--- src/rtl/lips_pkg.sv ---
`timescale 1ns / 1ps
// Shared types, constants and the result slot table for the link indicator
// and poll scheduler. No dependencies.
package lips_pkg;

  localparam int TIME_WIDTH_DEF = 32;
  localparam int NOW_WIDTH      = 32;
  localparam int CFG_WIDTH      = 32;
  localparam int CFG_ADDR_WIDTH = 3;

  // register indexes
  localparam logic [CFG_ADDR_WIDTH-1:0] CFG_BLINK_PERIOD = 3'd0;
  localparam logic [CFG_ADDR_WIDTH-1:0] CFG_BLINK_GRACE  = 3'd1;
  localparam logic [CFG_ADDR_WIDTH-1:0] CFG_PROBE_PERIOD = 3'd2;
  localparam logic [CFG_ADDR_WIDTH-1:0] CFG_BOOT_WAIT    = 3'd3;
  localparam logic [CFG_ADDR_WIDTH-1:0] CFG_SYNC_PERIOD  = 3'd4;
  localparam logic [CFG_ADDR_WIDTH-1:0] CFG_FETCH_PERIOD = 3'd5;

  localparam logic [CFG_WIDTH-1:0] RST_BLINK_PERIOD = 32'd500;
  localparam logic [CFG_WIDTH-1:0] RST_BLINK_GRACE  = 32'd30000;
  localparam logic [CFG_WIDTH-1:0] RST_PROBE_PERIOD = 32'd30000;
  localparam logic [CFG_WIDTH-1:0] RST_BOOT_WAIT    = 32'd1000;
  localparam logic [CFG_WIDTH-1:0] RST_SYNC_PERIOD  = 32'd86400000;
  localparam logic [CFG_WIDTH-1:0] RST_FETCH_PERIOD = 32'd600000;

  // command codes
  localparam logic [2:0] CMD_NONE          = 3'd0;
  localparam logic [2:0] CMD_PING          = 3'd1;
  localparam logic [2:0] CMD_GET_LINK      = 3'd2;
  localparam logic [2:0] CMD_SYNC_TIME     = 3'd3;
  localparam logic [2:0] CMD_GET_WEATHER   = 3'd4;
  localparam logic [2:0] CMD_FETCH_WEATHER = 3'd5;

  // weather display actions
  localparam logic [1:0] WACT_NONE  = 2'd0;
  localparam logic [1:0] WACT_SHOW  = 2'd1;
  localparam logic [1:0] WACT_BLANK = 2'd2;

  localparam logic OP_STEP   = 1'b0;
  localparam logic OP_REPORT = 1'b1;

  // result slots, emitted lowest first
  localparam int NUM_SLOTS = 10;
  localparam int SLOT_W    = $clog2(NUM_SLOTS);
  localparam int SLOT_PROBE       = 0;
  localparam int SLOT_BOOT_PING   = 1;
  localparam int SLOT_BOOT_LINK   = 2;
  localparam int SLOT_BOOT_SYNC   = 3;
  localparam int SLOT_BOOT_WTHR   = 4;
  localparam int SLOT_SYNC_LINK   = 5;
  localparam int SLOT_SYNC_TIME   = 6;
  localparam int SLOT_FETCH_LINK  = 7;
  localparam int SLOT_FETCH_WTHR  = 8;
  localparam int SLOT_IDLE        = 9;

  function automatic logic [2:0] slot_command(input logic [SLOT_W-1:0] slot);
    logic [2:0] cmd;
    unique case (slot)
      SLOT_W'(SLOT_PROBE):      cmd = CMD_GET_LINK;
      SLOT_W'(SLOT_BOOT_PING):  cmd = CMD_PING;
      SLOT_W'(SLOT_BOOT_LINK):  cmd = CMD_GET_LINK;
      SLOT_W'(SLOT_BOOT_SYNC):  cmd = CMD_SYNC_TIME;
      SLOT_W'(SLOT_BOOT_WTHR):  cmd = CMD_GET_WEATHER;
      SLOT_W'(SLOT_SYNC_LINK):  cmd = CMD_GET_LINK;
      SLOT_W'(SLOT_SYNC_TIME):  cmd = CMD_SYNC_TIME;
      SLOT_W'(SLOT_FETCH_LINK): cmd = CMD_GET_LINK;
      SLOT_W'(SLOT_FETCH_WTHR): cmd = CMD_FETCH_WEATHER;
      default:                  cmd = CMD_NONE;
    endcase
    return cmd;
  endfunction

  typedef struct packed {
    logic [CFG_WIDTH-1:0] blink_period;
    logic [CFG_WIDTH-1:0] blink_grace;
    logic [CFG_WIDTH-1:0] probe_period;
    logic [CFG_WIDTH-1:0] boot_wait;
    logic [CFG_WIDTH-1:0] sync_period;
    logic [CFG_WIDTH-1:0] fetch_period;
  } cfg_t;

  typedef struct packed {
    logic                 opcode;
    logic [NOW_WIDTH-1:0] now_time;
    logic                 link_connected;
    logic                 weather_valid;
  } item_t;

  // everything the emitter needs for one request's results
  typedef struct packed {
    logic [NUM_SLOTS-1:0] mask;
    logic                 icon;
    logic [1:0]           wact;
  } run_t;

endpackage

--- src/rtl/lips_ifs.sv ---
`timescale 1ns / 1ps
// Valid/ready channel interfaces: input items, results, register writes.
// Depends on lips_pkg.
interface lips_item_if import lips_pkg::*; ();
  logic                 valid;
  logic                 ready;
  logic                 opcode;
  logic [NOW_WIDTH-1:0] now_time;
  logic                 link_connected;
  logic                 weather_valid;
  modport source (output valid, opcode, now_time, link_connected, weather_valid,
                  input ready);
  modport sink   (input valid, opcode, now_time, link_connected, weather_valid,
                  output ready);
endinterface

interface lips_result_if import lips_pkg::*; ();
  logic       valid;
  logic       ready;
  logic [2:0] command;
  logic       icon_visible;
  logic [1:0] weather_action;
  logic       last_of_run;
  modport source (output valid, command, icon_visible, weather_action, last_of_run,
                  input ready);
  modport sink   (input valid, command, icon_visible, weather_action, last_of_run,
                  output ready);
endinterface

interface lips_cfg_if import lips_pkg::*; ();
  logic                      valid;
  logic                      ready;
  logic [CFG_ADDR_WIDTH-1:0] addr;
  logic [CFG_WIDTH-1:0]      data;
  modport source (output valid, addr, data, input ready);
  modport sink   (input valid, addr, data, output ready);
endinterface

--- src/rtl/lips_cfg_regs.sv ---
`timescale 1ns / 1ps
// Configuration register file, written over the cfg channel.
// Depends on lips_pkg and lips_ifs.
module lips_cfg_regs import lips_pkg::*; (
  input  logic        clk,
  input  logic        rst,
  lips_cfg_if.sink    cfg,
  output cfg_t        regs
);

  assign cfg.ready = 1'b1;

  always_ff @(posedge clk) begin
    if (rst) begin
      regs.blink_period <= RST_BLINK_PERIOD;
      regs.blink_grace  <= RST_BLINK_GRACE;
      regs.probe_period <= RST_PROBE_PERIOD;
      regs.boot_wait    <= RST_BOOT_WAIT;
      regs.sync_period  <= RST_SYNC_PERIOD;
      regs.fetch_period <= RST_FETCH_PERIOD;
    end else if (cfg.valid) begin
      unique case (cfg.addr)
        CFG_BLINK_PERIOD: regs.blink_period <= cfg.data;
        CFG_BLINK_GRACE:  regs.blink_grace  <= cfg.data;
        CFG_PROBE_PERIOD: regs.probe_period <= cfg.data;
        CFG_BOOT_WAIT:    regs.boot_wait    <= cfg.data;
        CFG_SYNC_PERIOD:  regs.sync_period  <= cfg.data;
        CFG_FETCH_PERIOD: regs.fetch_period <= cfg.data;
        default: ;
      endcase
    end
  end

endmodule

--- src/rtl/lips_in_reg.sv ---
`timescale 1ns / 1ps
// Input holding register: captures one request, frees when the scheduler
// consumes it. Depends on lips_pkg and lips_ifs.
module lips_in_reg import lips_pkg::*; (
  input  logic      clk,
  input  logic      rst,
  lips_item_if.sink item,
  input  logic      load,
  output logic      held_valid,
  output item_t     held
);

  assign item.ready = !held_valid || load;

  always_ff @(posedge clk) begin
    if (rst) begin
      held_valid <= 1'b0;
    end else if (item.valid && item.ready) begin
      held_valid <= 1'b1;
    end else if (load) begin
      held_valid <= 1'b0;
    end
  end

  always_ff @(posedge clk) begin
    if (item.valid && item.ready) begin
      held.opcode         <= item.opcode;
      held.now_time       <= item.now_time;
      held.link_connected <= item.link_connected;
      held.weather_valid  <= item.weather_valid;
    end
  end

endmodule

--- src/rtl/lips_sched.sv ---
`timescale 1ns / 1ps
// Link/poll state and the single-pass decision logic for one request.
// Depends on lips_pkg.
module lips_sched import lips_pkg::*; #(
  parameter int TIME_WIDTH = TIME_WIDTH_DEF
) (
  input  logic  clk,
  input  logic  rst,
  input  cfg_t  cfg,
  input  item_t held,
  input  logic  load,
  output run_t  run_new
);

  localparam int CW = (TIME_WIDTH > CFG_WIDTH) ? TIME_WIDTH : CFG_WIDTH;

  logic                  status_known, status_known_next;
  logic                  link_up, link_up_next;
  logic                  icon_on, icon_on_next;
  logic                  boot_done, boot_done_next;
  logic [TIME_WIDTH-1:0] down_since, down_since_next;
  logic [TIME_WIDTH-1:0] blink_time, blink_time_next;
  logic [TIME_WIDTH-1:0] probe_time, probe_time_next;
  logic [TIME_WIDTH-1:0] sync_mark, sync_mark_next;
  logic [TIME_WIDTH-1:0] fetch_time, fetch_time_next;

  logic [TIME_WIDTH-1:0] now;
  logic [TIME_WIDTH-1:0] sync_base, fetch_base;
  logic                  probe_fire, boot_fire, sync_fire, fetch_fire;

  // elapsed time (wrapping) reached a 32-bit period
  function automatic logic reached(input logic [TIME_WIDTH-1:0] t,
                                   input logic [TIME_WIDTH-1:0] base,
                                   input logic [CFG_WIDTH-1:0]  period);
    logic [TIME_WIDTH-1:0] d;
    d = t - base;
    return CW'(d) >= CW'(period);
  endfunction

  assign now = TIME_WIDTH'(held.now_time);

  always_comb begin
    status_known_next = status_known;
    link_up_next      = link_up;
    icon_on_next      = icon_on;
    boot_done_next    = boot_done;
    down_since_next   = down_since;
    blink_time_next   = blink_time;
    probe_time_next   = probe_time;
    sync_mark_next    = sync_mark;
    fetch_time_next   = fetch_time;
    run_new           = '0;
    probe_fire        = 1'b0;
    boot_fire         = 1'b0;
    sync_fire         = 1'b0;
    fetch_fire        = 1'b0;
    sync_base         = sync_mark;
    fetch_base        = fetch_time;

    if (held.opcode == OP_REPORT) begin
      run_new.wact = WACT_NONE;
      if (!status_known || held.link_connected != link_up) begin
        status_known_next = 1'b1;
        link_up_next      = held.link_connected;
        icon_on_next      = 1'b1;
        if (held.link_connected) begin
          run_new.wact = held.weather_valid ? WACT_SHOW : WACT_NONE;
        end else begin
          down_since_next = now;
          blink_time_next = now;
          run_new.wact    = WACT_BLANK;
        end
      end
      run_new.mask[SLOT_IDLE] = 1'b1;
    end else begin
      if (status_known) begin
        if (link_up || !reached(now, down_since, cfg.blink_grace)) begin
          icon_on_next = 1'b1;
        end else if (reached(now, blink_time, cfg.blink_period)) begin
          blink_time_next = now;
          icon_on_next    = !icon_on;
        end
      end

      probe_fire = (!status_known || !link_up) &&
                   reached(now, probe_time, cfg.probe_period);
      boot_fire  = !boot_done && (CW'(now) > CW'(cfg.boot_wait));
      // boot burst restarts the sync and fetch timers before they are checked
      sync_base  = boot_fire ? now : sync_mark;
      fetch_base = boot_fire ? now : fetch_time;
      sync_fire  = reached(now, sync_base, cfg.sync_period);
      fetch_fire = reached(now, fetch_base, cfg.fetch_period);

      if (boot_fire) begin
        boot_done_next = 1'b1;
      end
      if (sync_fire) begin
        sync_mark_next = now;
      end else if (boot_fire) begin
        sync_mark_next = now;
      end
      if (fetch_fire || boot_fire) begin
        fetch_time_next = now;
      end
      if (probe_fire || boot_fire || sync_fire || fetch_fire) begin
        probe_time_next = now;
      end

      run_new.mask[SLOT_PROBE]      = probe_fire;
      run_new.mask[SLOT_BOOT_PING]  = boot_fire;
      run_new.mask[SLOT_BOOT_LINK]  = boot_fire;
      run_new.mask[SLOT_BOOT_SYNC]  = boot_fire;
      run_new.mask[SLOT_BOOT_WTHR]  = boot_fire;
      run_new.mask[SLOT_SYNC_LINK]  = sync_fire;
      run_new.mask[SLOT_SYNC_TIME]  = sync_fire;
      run_new.mask[SLOT_FETCH_LINK] = fetch_fire;
      run_new.mask[SLOT_FETCH_WTHR] = fetch_fire;
      run_new.mask[SLOT_IDLE]       = !(probe_fire || boot_fire || sync_fire || fetch_fire);
    end
    run_new.icon = icon_on_next;
  end

  always_ff @(posedge clk) begin
    if (rst) begin
      status_known <= 1'b0;
      link_up      <= 1'b0;
      icon_on      <= 1'b1;
      boot_done    <= 1'b0;
      down_since   <= '0;
      blink_time   <= '0;
      probe_time   <= '0;
      sync_mark    <= '0;
      fetch_time   <= '0;
    end else if (load) begin
      status_known <= status_known_next;
      link_up      <= link_up_next;
      icon_on      <= icon_on_next;
      boot_done    <= boot_done_next;
      down_since   <= down_since_next;
      blink_time   <= blink_time_next;
      probe_time   <= probe_time_next;
      sync_mark    <= sync_mark_next;
      fetch_time   <= fetch_time_next;
    end
  end

endmodule

--- src/rtl/lips_emit.sv ---
`timescale 1ns / 1ps
// Result register: holds one request's pending result slots and hands them
// out lowest slot first. Depends on lips_pkg and lips_ifs.
module lips_emit import lips_pkg::*; (
  input  logic          clk,
  input  logic          rst,
  input  run_t          run_new,
  input  logic          held_valid,
  output logic          load,
  lips_result_if.source result
);

  logic [NUM_SLOTS-1:0] mask;
  logic                 icon;
  logic [1:0]           wact;
  logic [SLOT_W-1:0]    slot;
  logic                 last;

  always_comb begin
    slot = '0;
    for (int i = NUM_SLOTS - 1; i >= 0; i--) begin
      if (mask[i]) slot = SLOT_W'(i);
    end
  end

  assign last = (mask & (mask - NUM_SLOTS'(1))) == '0;
  assign load = held_valid && (!result.valid || (result.ready && last));

  assign result.valid          = |mask;
  assign result.command        = slot_command(slot);
  assign result.icon_visible   = icon;
  assign result.weather_action = wact;
  assign result.last_of_run    = last;

  always_ff @(posedge clk) begin
    if (rst) begin
      mask <= '0;
    end else if (load) begin
      mask <= run_new.mask;
    end else if (result.valid && result.ready) begin
      mask <= mask & (mask - NUM_SLOTS'(1));  // drop lowest pending slot
    end
  end

  always_ff @(posedge clk) begin
    if (load) begin
      icon <= run_new.icon;
      wact <= run_new.wact;
    end
  end

endmodule

--- src/rtl/link_indicator_poll_scheduler_core.sv ---
`timescale 1ns / 1ps
// Channel    Dir  Handshake    Payload
// item       in   valid/ready  opcode, now_time, link_connected, weather_valid
// result     out  valid/ready  command, icon_visible, weather_action, last_of_run
// cfg        in   valid/ready  addr (register index), data
//
// A request is captured in the input register, decided in one pass and loaded
// into the result register, which gives 1 to 9 results, one a cycle while the
// receiver is ready; a request that gives one result then sustains one request
// per cycle, else one result per cycle, set by the single result register.
// Reset (rst, synchronous) clears the link state and loads register defaults.
// A stalled result holds; the input register still takes one request meanwhile.
// Depends on lips_pkg, lips_ifs and the lips_* modules.
module link_indicator_poll_scheduler_core import lips_pkg::*; #(
  parameter int TIME_WIDTH = TIME_WIDTH_DEF
) (
  input  logic          clk,
  input  logic          rst,
  lips_cfg_if.sink      cfg,
  lips_item_if.sink     item,
  lips_result_if.source result
);

  cfg_t  regs;
  item_t held;
  run_t  run_new;
  logic  held_valid;
  logic  load;

  lips_cfg_regs u_cfg_regs (
    .clk  (clk),
    .rst  (rst),
    .cfg  (cfg),
    .regs (regs)
  );

  lips_in_reg u_in_reg (
    .clk        (clk),
    .rst        (rst),
    .item       (item),
    .load       (load),
    .held_valid (held_valid),
    .held       (held)
  );

  lips_sched #(
    .TIME_WIDTH (TIME_WIDTH)
  ) u_sched (
    .clk     (clk),
    .rst     (rst),
    .cfg     (regs),
    .held    (held),
    .load    (load),
    .run_new (run_new)
  );

  lips_emit u_emit (
    .clk        (clk),
    .rst        (rst),
    .run_new    (run_new),
    .held_valid (held_valid),
    .load       (load),
    .result     (result)
  );

endmodule

--- src/flat_wrapper.sv ---
// flat-port wrapper written by rule: the top's interface ports become plain ports
module link_indicator_poll_scheduler_core_flat import lips_pkg::*;
#(
  parameter int TIME_WIDTH = TIME_WIDTH_DEF
)
  (clk, rst, cfg_valid, cfg_addr, cfg_data, cfg_ready, item_valid, item_opcode, item_now_time, item_link_connected, item_weather_valid, item_ready, result_valid, result_command, result_icon_visible, result_weather_action, result_last_of_run, result_ready);
  lips_cfg_if cfg_i ();
  lips_item_if item_i ();
  lips_result_if result_i ();
  input  logic clk;
  input  logic rst;
  input wire logic [$bits(cfg_i.valid)-1:0] cfg_valid;
  input wire logic [$bits(cfg_i.addr)-1:0] cfg_addr;
  input wire logic [$bits(cfg_i.data)-1:0] cfg_data;
  output wire logic [$bits(cfg_i.ready)-1:0] cfg_ready;
  input wire logic [$bits(item_i.valid)-1:0] item_valid;
  input wire logic [$bits(item_i.opcode)-1:0] item_opcode;
  input wire logic [$bits(item_i.now_time)-1:0] item_now_time;
  input wire logic [$bits(item_i.link_connected)-1:0] item_link_connected;
  input wire logic [$bits(item_i.weather_valid)-1:0] item_weather_valid;
  output wire logic [$bits(item_i.ready)-1:0] item_ready;
  output wire logic [$bits(result_i.valid)-1:0] result_valid;
  output wire logic [$bits(result_i.command)-1:0] result_command;
  output wire logic [$bits(result_i.icon_visible)-1:0] result_icon_visible;
  output wire logic [$bits(result_i.weather_action)-1:0] result_weather_action;
  output wire logic [$bits(result_i.last_of_run)-1:0] result_last_of_run;
  input wire logic [$bits(result_i.ready)-1:0] result_ready;
  assign cfg_i.valid = cfg_valid;
  assign cfg_i.addr = cfg_addr;
  assign cfg_i.data = cfg_data;
  assign cfg_ready = cfg_i.ready;
  assign item_i.valid = item_valid;
  assign item_i.opcode = item_opcode;
  assign item_i.now_time = item_now_time;
  assign item_i.link_connected = item_link_connected;
  assign item_i.weather_valid = item_weather_valid;
  assign item_ready = item_i.ready;
  assign result_valid = result_i.valid;
  assign result_command = result_i.command;
  assign result_icon_visible = result_i.icon_visible;
  assign result_weather_action = result_i.weather_action;
  assign result_last_of_run = result_i.last_of_run;
  assign result_i.ready = result_ready;
  link_indicator_poll_scheduler_core #(.TIME_WIDTH(TIME_WIDTH)) u_core (.clk(clk), .rst(rst), .cfg(cfg_i), .item(item_i), .result(result_i));
endmodule
--- config.mk ---
export PLATFORM = sky130hd
export DESIGN_NAME = link_indicator_poll_scheduler_core_flat
export DESIGN_NICKNAME = d
export VERILOG_FILES = /design/src/rtl/lips_pkg.sv /design/src/rtl/lips_ifs.sv /design/src/rtl/lips_cfg_regs.sv /design/src/rtl/lips_in_reg.sv /design/src/rtl/lips_sched.sv /design/src/rtl/lips_emit.sv /design/src/rtl/link_indicator_poll_scheduler_core.sv /design/src/flat_wrapper.sv
export SDC_FILE = /design/constraint.sdc
export NUM_CORES = 1
export LEC_CHECK = 0
export BUFFER_PORTS_ARGS = -buffer_cell sky130_fd_sc_hd__buf_2
export CORE_MARGIN = 4
export CORE_UTILIZATION = 55
export CTS_BUF_LIST = sky130_fd_sc_hd__clkbuf_16
export DETAILED_ROUTE_END_ITERATION = 8
export PLACE_DENSITY = 0.84
export SLEW_MARGIN = 20
export SYNTH_ARGS = -nofsm -noshare
export SYNTH_HDL_FRONTEND = slang
export SYNTH_HIERARCHICAL = 1
export SYNTH_SLANG_ARGS = --single-unit
--- constraint.sdc ---
create_clock -name clk -period 16.1 [get_ports clk]
set_clock_uncertainty 0.15 [all_clocks]
set_input_delay 0.805 -clock clk [delete_from_list [all_inputs] [get_ports clk]]
set_output_delay 0.805 -clock clk [all_outputs]
set_load 0.01 [all_outputs]
Yosys cells after proc, flatten, opt, wreduce, memory -nomap -nowiden
Memory sizes are Yosys's and may differ from the RTL's.
Cells that the tools add are included.
{"block": "word_totals", "regBits": 405, "latchBits": 0, "mem_bits_rw": 0, "rom_bits": 48, "inputBits": 75, "elab_cells": 126, "memories": 1}
{"block": "op_classes", "n_addsub": 6, "multipliers": 0, "div": 0, "order_cmp": 6, "n_eq_ne": 9, "shifts": 0, "muxes": 32, "bitwise_logic": 3, "n_reduce_logical": 45}
{"name": "(no name shown)", "words": 16, "width": 3, "read_ports": 1, "rd_clocked_by_memory_dff": 0, "write_ports": 0, "line_no": "lips_pkg.sv:58", "source": "unique case (slot)"}
{"operator": "$mux 32", "count": 9}
{"operator": "$ge 32x32->1", "count": 5}
{"operator": "$sub 32x32->32", "count": 5}
{"operator": "$mux 4", "count": 10}
{"operator": "$gt 32x32->1", "count": 1}
{"operator": "$mux 10", "count": 2}
{"operator": "$reduce_and 2->1", "count": 8}
{"operator": "$reduce_and 3->1", "count": 5}
{"operator": "$and 10x10->10", "count": 1}
{"operator": "$logic_not 10->1", "count": 1}
{"operator": "$reduce_or 10->1", "count": 1}
{"operator": "$sub 10x1->10 const B", "count": 1}
{"operator": "$logic_or 1x1->1", "count": 9}
{"operator": "$mux 1", "count": 9}
{"operator": "$mux 9", "count": 1}
{"operator": "$logic_not 1->1", "count": 8}
{"operator": "$reduce_bool 2->1", "count": 4}
{"operator": "$eq 3x2->1 const B", "count": 2}
{"operator": "$eq 3x3->1 const B", "count": 2}
{"operator": "$logic_and 1x1->1", "count": 6}
{"operator": "$reduce_and 6->1", "count": 1}
{"operator": "$ne 2x2->1 const B", "count": 2}
{"operator": "$reduce_and 4->1", "count": 1}
{"operator": "$eq 3x1->1 const B", "count": 1}
{"operator": "5 further kinds", "count": 6}

Longest topological paths before layout
Gate-level depths: netlist (run 1).
An unclocked memory read counts as a cell.
{"block": "depth", "word_depth": 11, "depth_mapped": 39}

Cells and area by module
Netlist (run 1), hierarchy kept.
{"module": "lips_sched", "n_inst": 1, "cells_per_inst": 2468, "area_per_inst_um2": 19065.8, "seq_area_each_um2": 3283.1}
{"module": "lips_cfg_regs", "n_inst": 1, "cells_per_inst": 695, "area_per_inst_um2": 7527.2, "seq_area_each_um2": 3843.7}
{"module": "lips_in_reg", "n_inst": 1, "cells_per_inst": 40, "area_per_inst_um2": 1106.1, "seq_area_each_um2": 1071.0}
{"module": "lips_emit", "n_inst": 1, "cells_per_inst": 120, "area_per_inst_um2": 994.7, "seq_area_each_um2": 290.3}

Worst setup path before layout (run 1)
OpenSTA, ideal clock, no wires.
{"block": "synth_path", "path_kind": "register to register", "start": "reg u_core/u_in_reg/held[3] (netlist name)", "end": "reg u_core.u_sched.sync_mark[1]", "arrival_ns": 7.077, "t_required_ns": 15.822, "setup_slack_ns": 8.745, "stages_incl_launch_ff": 35, "path_buffers": 4, "period_less_slack_ns": 7.355, "path_cell_list": "edfxtp_1 -> ha_1 -> nor2b_1 -> o211a_1 -> o21ai_0 -> a31oi_1 -> o21ai_2 -> clkbuf_1 -> buf_1 -> mux2i_1 -> ha_1 -> a21oi_1 -> nand2_1 -> o221ai_1 -> o21a_1 -> a311o_1 -> a211oi_2 -> o21ai_0 -> nand2_1 -> a2111o_1 -> nand3_1 -> ha_1 -> a21o_1 -> a21o_1 -> a21o_1 -> a21o_1 -> a21o_1 -> a21o_1 -> a21oi_1 -> nand4_1 -> and2_1 -> clkbuf_1 -> buf_2 -> mux2i_1 -> nor2_1"}
{"block": "synth_between", "elab_chain_len": 6}
{"element": "$gt 32x32->1", "line_no": "lips_sched.sv:87", "source": "boot_fire = !boot_done && (CW'(now) > CW'(cfg.boot_wait));"}
{"element": "$logic_and 1x1->1", "line_no": "lips_sched.sv:87"}
{"element": "$mux 32", "line_no": "lips_sched.sv:99", "source": "end else if (boot_fire) begin"}
{"element": "$sub 32x32->32", "line_no": "lips_sched.sv:36", "source": "d = t - base;"}
{"element": "$ge 32x32->1", "line_no": "lips_sched.sv:37", "source": "return CW'(d) >= CW'(period);"}
{"element": "$mux 32 (*)", "line_no": "lips_sched.sv:97", "source": "if (sync_fire) begin"}
{"element": "to (signal assigned)", "line_no": "lips_sched.sv:142", "source": "sync_mark <= sync_mark_next;"}
{"element": "to (decl)", "line_no": "lips_sched.sv:24", "source": "logic [TIME_WIDTH-1:0] sync_mark, sync_mark_next;"}
Every way passes the cells marked *; elsewhere a longest branch is shown, timed or not.
A chain may end at the register's enable or synchronous reset.

Worst setup path after layout (run 1)
{"block": "layout_path", "start": "reg u_core/u_in_reg/held[14] (netlist name)", "end": "reg u_core.u_sched.sync_mark[1]"}
{"block": "layout_between", "elab_chain_len": 6}
{"element": "$gt 32x32->1", "line_no": "lips_sched.sv:87"}
{"element": "$logic_and 1x1->1", "line_no": "lips_sched.sv:87"}
{"element": "$mux 32"}
{"element": "$sub 32x32->32", "line_no": "lips_sched.sv:36"}
{"element": "$ge 32x32->1", "line_no": "lips_sched.sv:37"}
{"element": "$mux 32 (*)", "line_no": "lips_sched.sv:97"}
Marked as above.

==> metrics.md, run 1 <==
| Metric | Value |
|---|---|
| Aggregate global routing overflow | 0 |
| Arrival time of the worst setup path | roughly 9600 ps |
| Antenna diode instance count | 0 |
| Wirelength, routed | between 70 and 80 mm |
| Transition time at the pin with the least slew margin | 1127 ps |
| Number of max-capacitance violations reported | 0 |
| DRT iter0 DRCs | roughly 1,600 |
| Final count of pins violating max slew | 0 |
| Number of antenna violations at the first check in global routing | 1 |
| Number of global-route vias before repair | between 20,000 and 25,000 |
| Most frequent cells in the layout | sky130_fd_sc_hd__dfxtp_1 (367), sky130_fd_sc_hd__inv_1 (347), sky130_fd_sc_hd__mux2i_1 (347), sky130_fd_sc_hd__ha_1 (347), sky130_fd_sc_hd__nand2b_1 (279) |
| Number of flops mapped to enable cells by yosys | 38 |
| Clock slew at reported path FFs | roughly 60 ps |
| Final ANT Viol Nets | 0 |
| Row count | 83 |
| Filler cell count in the final layout | roughly 4,400 |
| Post-synthesis cell count | 3,323 |
| Areal power density over the cells | roughly 120 nW/um^2 |
| Number of setup buffers added after CTS | 0 |
| Maximum number of pins on one net before global-route repair | 200 |
| Sequential fraction of the synthesis area | 29.58% |
| Status | complete, no violations |
| Max Freq | roughly 110 MHz |
| Std-Cell Core Area | 51,510 um^2 |
| RSZ-0062 raised after global routing | false |
| CTS Hold Buffers Added | 0 |
| Cell repeated most along the worst path | sky130_fd_sc_hd__a21o_1 |
| Leakage dissipation | 13.53 nW |
| Post-layout min period | roughly 9000 ps |
| Total CTS buffers | 45 |
| Largest fanout on the critical path | 32 |
| Number of ports placed on the die boundary | 85 |
| Register Area | about 8500 um^2 |
| Area Growth Syn to Fin | 8.651% |
| Most frequent standard cell in the layout excluding fill and tap cells | sky130_fd_sc_hd__dfxtp_1 |
| Fraction of the core area covered by cells at the end of the flow | between 60% and 70% |
| Total half-perimeter wirelength after legalization and detailed placement | 52.94 mm |
| GPL Wtd Cong | 0.9564 |
| Final layout net count | roughly 3,800 |
| Setup tns final | 0 ps |
| Count of instances resized after the clock tree is built | 0 |
| Area of combinational cells with multiple inputs | between 15,000 and 20,000 um^2 |
| Number of synthesis warnings | 6 |
| Root buffer selected by CTS | sky130_fd_sc_hd__clkbuf_16 |
| Post-route design area | just over 30,000 um^2 |
| Max stage delay on crit path | approximately 690 ps |
| Area share of the largest cell type after synthesis | about 26% |
| Hold slack final | approximately 240 ps |
| Crit Path Class | reg2reg |
| Horizontal extent of the die | roughly 240 um |
| Share of flip-flops with an asynchronous set or reset after synthesis | 0% |
| Number of distinct library cells after synthesis | 86 |
| Final cycle utilization of the critical path | between 50% and 60% |
| Main area contributors after synthesis | sky130_fd_sc_hd__dfxtp_1 (26%), sky130_fd_sc_hd__ha_1 (15%), sky130_fd_sc_hd__mux2i_1 (12%), sky130_fd_sc_hd__nand2b_1 (6.1%), sky130_fd_sc_hd__inv_1 (4.4%) |
| Die area | 55,890 um^2 |
| Per-instance average area after synthesis | around 8.6 um^2 |
| Routed wire length per instance | approximately 18 um |
| H-Tree Level Count | 2 |
| Combined global-route utilization of all metal layers | around a quarter |
| Min-delay worst type | in2reg |
| Post-synthesis cell type with the largest combined area | sky130_fd_sc_hd__dfxtp_1 |
| First-pass GRT wire length | approximately 120 mm |
| Drt drc | 0 |
| CP Capture Type | register |
| Latest clock arrival within the worst-skew pair | a little under 600 ps |
| Worst Path Required | between 15,000 and 20,000 ps |
| Fraction of layout instances using a drive strength above 1 | under 10% |
| Final Hold Viols | 0 |
| TritonCTS clock tree | done |
| Synth Cell Area | around 29,000 um^2 |
| Floorplan die height | approximately 240 um |
| Relative slew slack | ~25% |
| Number of nets in the synthesized netlist | 3,750 |
| Via density per instance | between 5 and 6 |
| Sink Count | 405 |
| Count of input and output buffers | 83 |
| Via total after detailed routing | approximately 23,000 |
| Type of origin of the critical path | register |
| Main flop type after synthesis | sky130_fd_sc_hd__dfxtp_1 |
| Initial Utilization | 55.71% |
| Maximum buffer depth of the clock tree | 3 |
| Count of TritonRoute iterations in the first routing pass | 5 |
| Slowest library cell on the worst path | sky130_fd_sc_hd__nor4_1 |
| Setup-violating endpoint count in the final report | 0 |
| Number of synthesized register bits | 405 |
| Placement-stage cell area | a little under 30,000 um^2 |
| Peak VDD IR | around 0.09 mV |
-- cells in the mapped netlist, types with 20 or more instances --
master                     count
sky130_fd_sc_hd__dfxtp_1     367
sky130_fd_sc_hd__ha_1        347
sky130_fd_sc_hd__mux2i_1     347
sky130_fd_sc_hd__inv_1       337
sky130_fd_sc_hd__nand2b_1    279
sky130_fd_sc_hd__nor2_1      249
sky130_fd_sc_hd__a21oi_1     204
sky130_fd_sc_hd__nand2_1     168
sky130_fd_sc_hd__o21ai_0     135
sky130_fd_sc_hd__a21o_1      122
sky130_fd_sc_hd__xnor2_1     102
sky130_fd_sc_hd__clkbuf_1     76
sky130_fd_sc_hd__nand3_1      44
sky130_fd_sc_hd__nand4_1      42
sky130_fd_sc_hd__xor2_1       40
sky130_fd_sc_hd__edfxtp_1     38
sky130_fd_sc_hd__buf_2        36
sky130_fd_sc_hd__nand3b_1     36
sky130_fd_sc_hd__nor2b_1      29
sky130_fd_sc_hd__nor3_1       26
sky130_fd_sc_hd__a31oi_1      24
sky130_fd_sc_hd__o21a_1       20
sky130_fd_sc_hd__o21bai_1     20
-- sequential cells by signal (all words and copies together), names as in the netlist --
register and cells:
u_core/u_in_reg/held_valid 1, u_core/u_cfg_regs/regs 192, u_core/u_sched/down_since 32, u_core/u_sched/probe_time 32, u_core/u_emit/mask 10, u_core/u_sched/icon_on 1, u_core/u_sched/status_known 1, u_core/u_sched/link_up 1
u_core/u_emit/result.icon_visible 1, u_core/u_in_reg/held 35, u_core/u_sched/blink_time 32, u_core/u_sched/fetch_time 32, u_core/u_sched/boot_done 1, u_core/u_emit/result.weather_action 2, u_core/u_sched/sync_mark 32
-- report_power, final --
| group | internal [mW] | switching [mW] | total [mW] |
|---|---|---|---|
| logic | 0.665 | 0.878 | 1.54 |
| clock network | 0.574 | 0.430 | 1.00 |
| registers | 1.08 | 0.0513 | 1.14 |
| total | 2.32 | 1.36 | 3.68 |
-- logic make-up after synthesis --
family                     after synthesis  synth area share, %
adders and majority gates              353                15.51
AOI/OAI and AO/OA                      649                14.35
DFF                                    405                29.58
xor gates and xnor gates               142                4.334
buffers and inverters                  468                6.567
muxes                                  348                12.14
other                                    1              0.01307
and+or+nand+nor                        957                17.50
-- cell type report --
type	instances	share of cell area, %
Timing Repair Buffer	125	2.416
Clock inverter	37	0.7545
Clock buffer	47	3.773
Tap cell	680	2.729
Sequential cell	405	27.23
Inverter	337	4.057
Multi-Input combinational cell	2450	59.04
-- routing by layer --
layer	global-route usage, %	routed length (um)	part of all wire [%]
met5	0	0	0
met4	10.81	3310	4.6
met3	4.045	4222	5.8
met2	42.11	33670	46
met1	31.70	31230	43
-- critical path: cells and delay by family (launching register included) --
family,cells,cell delay [ps]
AO/OA/AOI/OAI,19,4670
adder cells (fa/ha/maj),3,930
flip-flops,1,670
multiplexers,1,320
AND/OR/NAND/NOR,8,2250
-- metrics by stage --
| stage | setup WS [ps] | instances | total power [mW] |
|---|---|---|---|
| global route | 6423 | 4081 | 3.923 |
| global placement | 7387 | 3997 | 2.621 |
| finish | 6840 | 4081 | 3.683 |
| detailed placement | 7246 | 3997 | 2.657 |
| CTS | 7161 | 4081 | 3.676 |
| floorplan | 8745 | 3323 | 2.306 |
-- path summary, 6_finish.rpt --
path / end / slack [ps] / depth (start not counted) / from
hold reg to reg: u_core/u_sched/down_since[14] / 300 / 2 / u_core/u_sched/down_since[14]
setup / recovery: u_core/u_sched/sync_mark[1] / 6840 / 31 / u_core/u_in_reg/held[14]
setup reg to reg: u_core/u_sched/sync_mark[1] / 6840 / 31 / u_core/u_in_reg/held[14]
hold / removal: u_core/u_in_reg/held[14] / 240 / 1 / item_now_time[12]
Power figures use the tool's default switching activity.
==> run 2, diff against run 1 <==
--- a/config.mk
+++ b/config.mk
@@ -10,7 +10,7 @@
 export CORE_UTILIZATION = 55
 export CTS_BUF_LIST = sky130_fd_sc_hd__clkbuf_16
 export DETAILED_ROUTE_END_ITERATION = 8
-export PLACE_DENSITY = 0.84
+export PLACE_DENSITY = 0.87
 export SLEW_MARGIN = 20
 export SYNTH_ARGS = -nofsm -noshare
 export SYNTH_HDL_FRONTEND = slang
==> constraint.sdc (replaced) <==
create_clock -name clk -period 7.9 [get_ports clk]
set_clock_uncertainty 0.15 [all_clocks]
set_input_delay 0.395 -clock clk [delete_from_list [all_inputs] [get_ports clk]]
set_output_delay 0.395 -clock clk [all_outputs]
set_load 0.01 [all_outputs]
==> metrics.md, run 2 (synthesized netlist as in run 1, its figures left out) <==
| Metric | Value |
|---|---|
| Status | complete, no violations |
| Flip-flop count of the largest register, all copies and words added | 192 |
| Final layout net count | a little under 4,000 |
| Number of global-route vias before repair | 23,670 |
| Filler cell count in the final layout | 4,208 |
| Capture endpoint of the worst hold path | u_core/u_cfg_regs/regs[56] |
| Final cycle utilization of the critical path | between 90% and 100% |
| Reg with most FFs | u_core/u_cfg_regs/regs |
| Fraction of layout instances using a drive strength above 1 | between 7 and 8% |
| Maximum buffer depth of the clock tree | 3 |
| Most frequent cells in the layout | sky130_fd_sc_hd__dfxtp_1 (367), sky130_fd_sc_hd__inv_1 (349), sky130_fd_sc_hd__mux2i_1 (347), sky130_fd_sc_hd__ha_1 (347), sky130_fd_sc_hd__nand2b_1 (279) |
| Sink Count | roughly 410 |
| Hold slack final | between 30 and 40 ps |
| Area of combinational cells with multiple inputs | around 18,000 um^2 |
| Final Hold Viols | 0 |
| Type of origin of the critical path | register |
| Aggregate global routing overflow | 0 |
| Min-delay worst type | in2reg |
| Slowest library cell on the worst path | sky130_fd_sc_hd__or4_4 |
| First-pass GRT wire length | ~120 mm |
| Routed wire length per instance | about 19 um |
| Beginning of the worst register-to-register path | u_core/u_in_reg/held[28] |
| Cell repeated most along the worst path | sky130_fd_sc_hd__a21o_1 |
| Combined global-route utilization of all metal layers | roughly 27% |
| Root buffer selected by CTS | sky130_fd_sc_hd__clkbuf_16 |
| Register Area | around 8500 um^2 |
| Max stage delay on crit path | between 600 and 700 ps |
| Transition time at the pin with the least slew margin | ~1000 ps |
| Number of placed cells counting well taps | about 4,000 |
| Drt drc | 0 |
| Post-route worst setup slack | 274.6 ps |
| Latest clock arrival within the worst-skew pair | a little under 600 ps |
| Via density per instance | a little under 6 |
| Count of input and output buffers | 83 |
| Horizontal extent of the die | between 200 and 250 um |
| Relative slew slack | about a third |
| Setup-violating endpoint count in the final report | 0 |
| Final ANT Viol Nets | 0 |
| Hold Startpoint | cfg_data[24] |
| Clock slew at reported path FFs | around 60 ps |
| Areal power density over the cells | around 240 nW/um^2 |
| Maximum number of pins on one net before global-route repair | just under 200 |
| Number of max-capacitance violations reported | 0 |
| Setup tns final | 0 ps |
| GPL Wtd Cong | approximately 0.94 |
| Reg-to-reg critical path endpoint | u_core/u_sched/fetch_time[10] |
| Final non-filler cell total | approximately 4,200 |
| Top flop regs | u_core/u_cfg_regs/regs (192), u_core/u_in_reg/held (35) |
| Wirelength, routed | between 70 and 80 mm |
| Std-Cell Core Area | about 50,000 um^2 |
| H-Tree Level Count | 2 |
| Worst hold stages | 3 |
| Final count of pins violating max slew | 0 |
| CP Capture Type | register |
| Arrival time of the worst setup path | approximately 8000 ps |
| Floorplan die height | around 240 um |
| Placement-stage cell area | ~30,000 um^2 |
| R2r worst-path depth | 33 |
| Max Freq | 131.1 MHz |
| TritonCTS clock tree | done |
| Number of antenna violations at the first check in global routing | 0 |
| Leakage dissipation | 13.93 nW |
| Initial Utilization | a little under three fifths |
| DRT iter0 DRCs | about 2,000 |
| Post-Place Setup Slack | -162.1 ps |
| Post-layout min period | between 7000 and 8000 ps |
| Most frequent standard cell in the layout excluding fill and tap cells | sky130_fd_sc_hd__dfxtp_1 |
| Via total after detailed routing | 24,400 |
| Total half-perimeter wirelength after legalization and detailed placement | 56.64 mm |
| Count of TritonRoute iterations in the first routing pass | 6 |
| Area Growth Syn to Fin | 11.63% |
| Die area | 55,890 um^2 |
| Number of ports placed on the die boundary | 85 |
| Peak VDD IR | about 0.2 mV |
| Crit Path Class | reg2reg |
| Total CTS buffers | 46 |
| Largest fanout on the critical path | 32 |
| Row count | a little over 80 |
| Slack of the worst reg-to-reg path | 270 ps |
| Post-route design area | 32,030 um^2 |
| Antenna diode instance count | 0 |
| Worst Path Required | around 8200 ps |
run 2: cell types whose count changed in the layout (fill, tap and decap cells not counted), moves of 3 or more:
cell,change
sky130_fd_sc_hd__a21oi_2,+3
sky130_fd_sc_hd__o21ai_0,-5
sky130_fd_sc_hd__o21ai_1,+3
sky130_fd_sc_hd__a21oi_1,-3
sky130_fd_sc_hd__dlygate4sd3_1,+50
sky130_fd_sc_hd__buf_12,+4
sky130_fd_sc_hd__o21ai_2,+3
sky130_fd_sc_hd__buf_4,+24
run 2: timing repair:
| item | in CTS | in global routing |
|---|---|---|
| resized for setup | 2 | 17 |
| gates cloned | 0 | 3 |
| hold buffers | 50 | 0 |
| setup buffers | 0 | 9 |
| pin swaps | 0 | 13 |
| endpoints found under the hold margin | 56 | 0 |
| setup endpoints to repair | 78 | 100 |
run 2: how the worst max path moves through the flow:
stage / startpoint / to / slack [ps]
final: u_core/u_in_reg/held[28] / u_core/u_sched/fetch_time[10] / 270
after global routing: u_core/u_in_reg/held[31] / u_core/u_sched/probe_time[22] / -30
after CTS: u_core/u_in_reg/held[16] / u_core/u_sched/probe_time[22] / 70
after detailed placement: u_core/u_in_reg/held[16] / u_core/u_sched/probe_time[6] / -160
after global placement: u_core/u_in_reg/held[17] / u_core/u_sched/probe_time[3] / 50
after floorplan: u_core/u_in_reg/held[3] / u_core/u_sched/sync_mark[1] / 550
run 2: per-layer routing:
layer  track usage [%]  vias to the layer above  share of wire, %
li1                  -                    11770                 -
met1             33.82                    11590                42
met2             45.81                      835                47
met3             3.356                      209               6.0
met4             12.90                        0               5.3
met5                 0                        -                 0
run 2: final cells by class:
| class | instances | area share [%] |
|---|---|---|
| Clock buffer | 47 | 3.672 |
| Clock inverter | 38 | 0.6250 |
| Inverter | 337 | 3.949 |
| Multi-Input combinational cell | 2451 | 57.68 |
| Sequential cell | 405 | 26.50 |
| Tap cell | 680 | 2.656 |
| Timing Repair Buffer | 206 | 4.918 |
run 2: power by group:
part           internal (mW)  total, mW  switching [mW]
combinational           1.43       3.33            1.90
sequential              2.21       2.31          0.0952
clock                   1.11       2.01           0.898
run 2: per-stage QoR:
step	power, mW	utilization, %
after global placement	5.409	58.16
after detailed placement	5.490	58.16
after global routing	8.088	62.18
final	7.640	62.18
after floorplan	4.700	-
after CTS	7.541	61.82
run 2: worst max-delay path: cells and delay by family (launching register included):
family / cells / cell delay, ps
xor+xnor: 1 / 190
compound gates: 16 / 3330
fa+ha+maj: 3 / 870
mux: 1 / 230
buf+inv: 5 / 830
simple gates: 7 / 1410
flops: 1 / 400
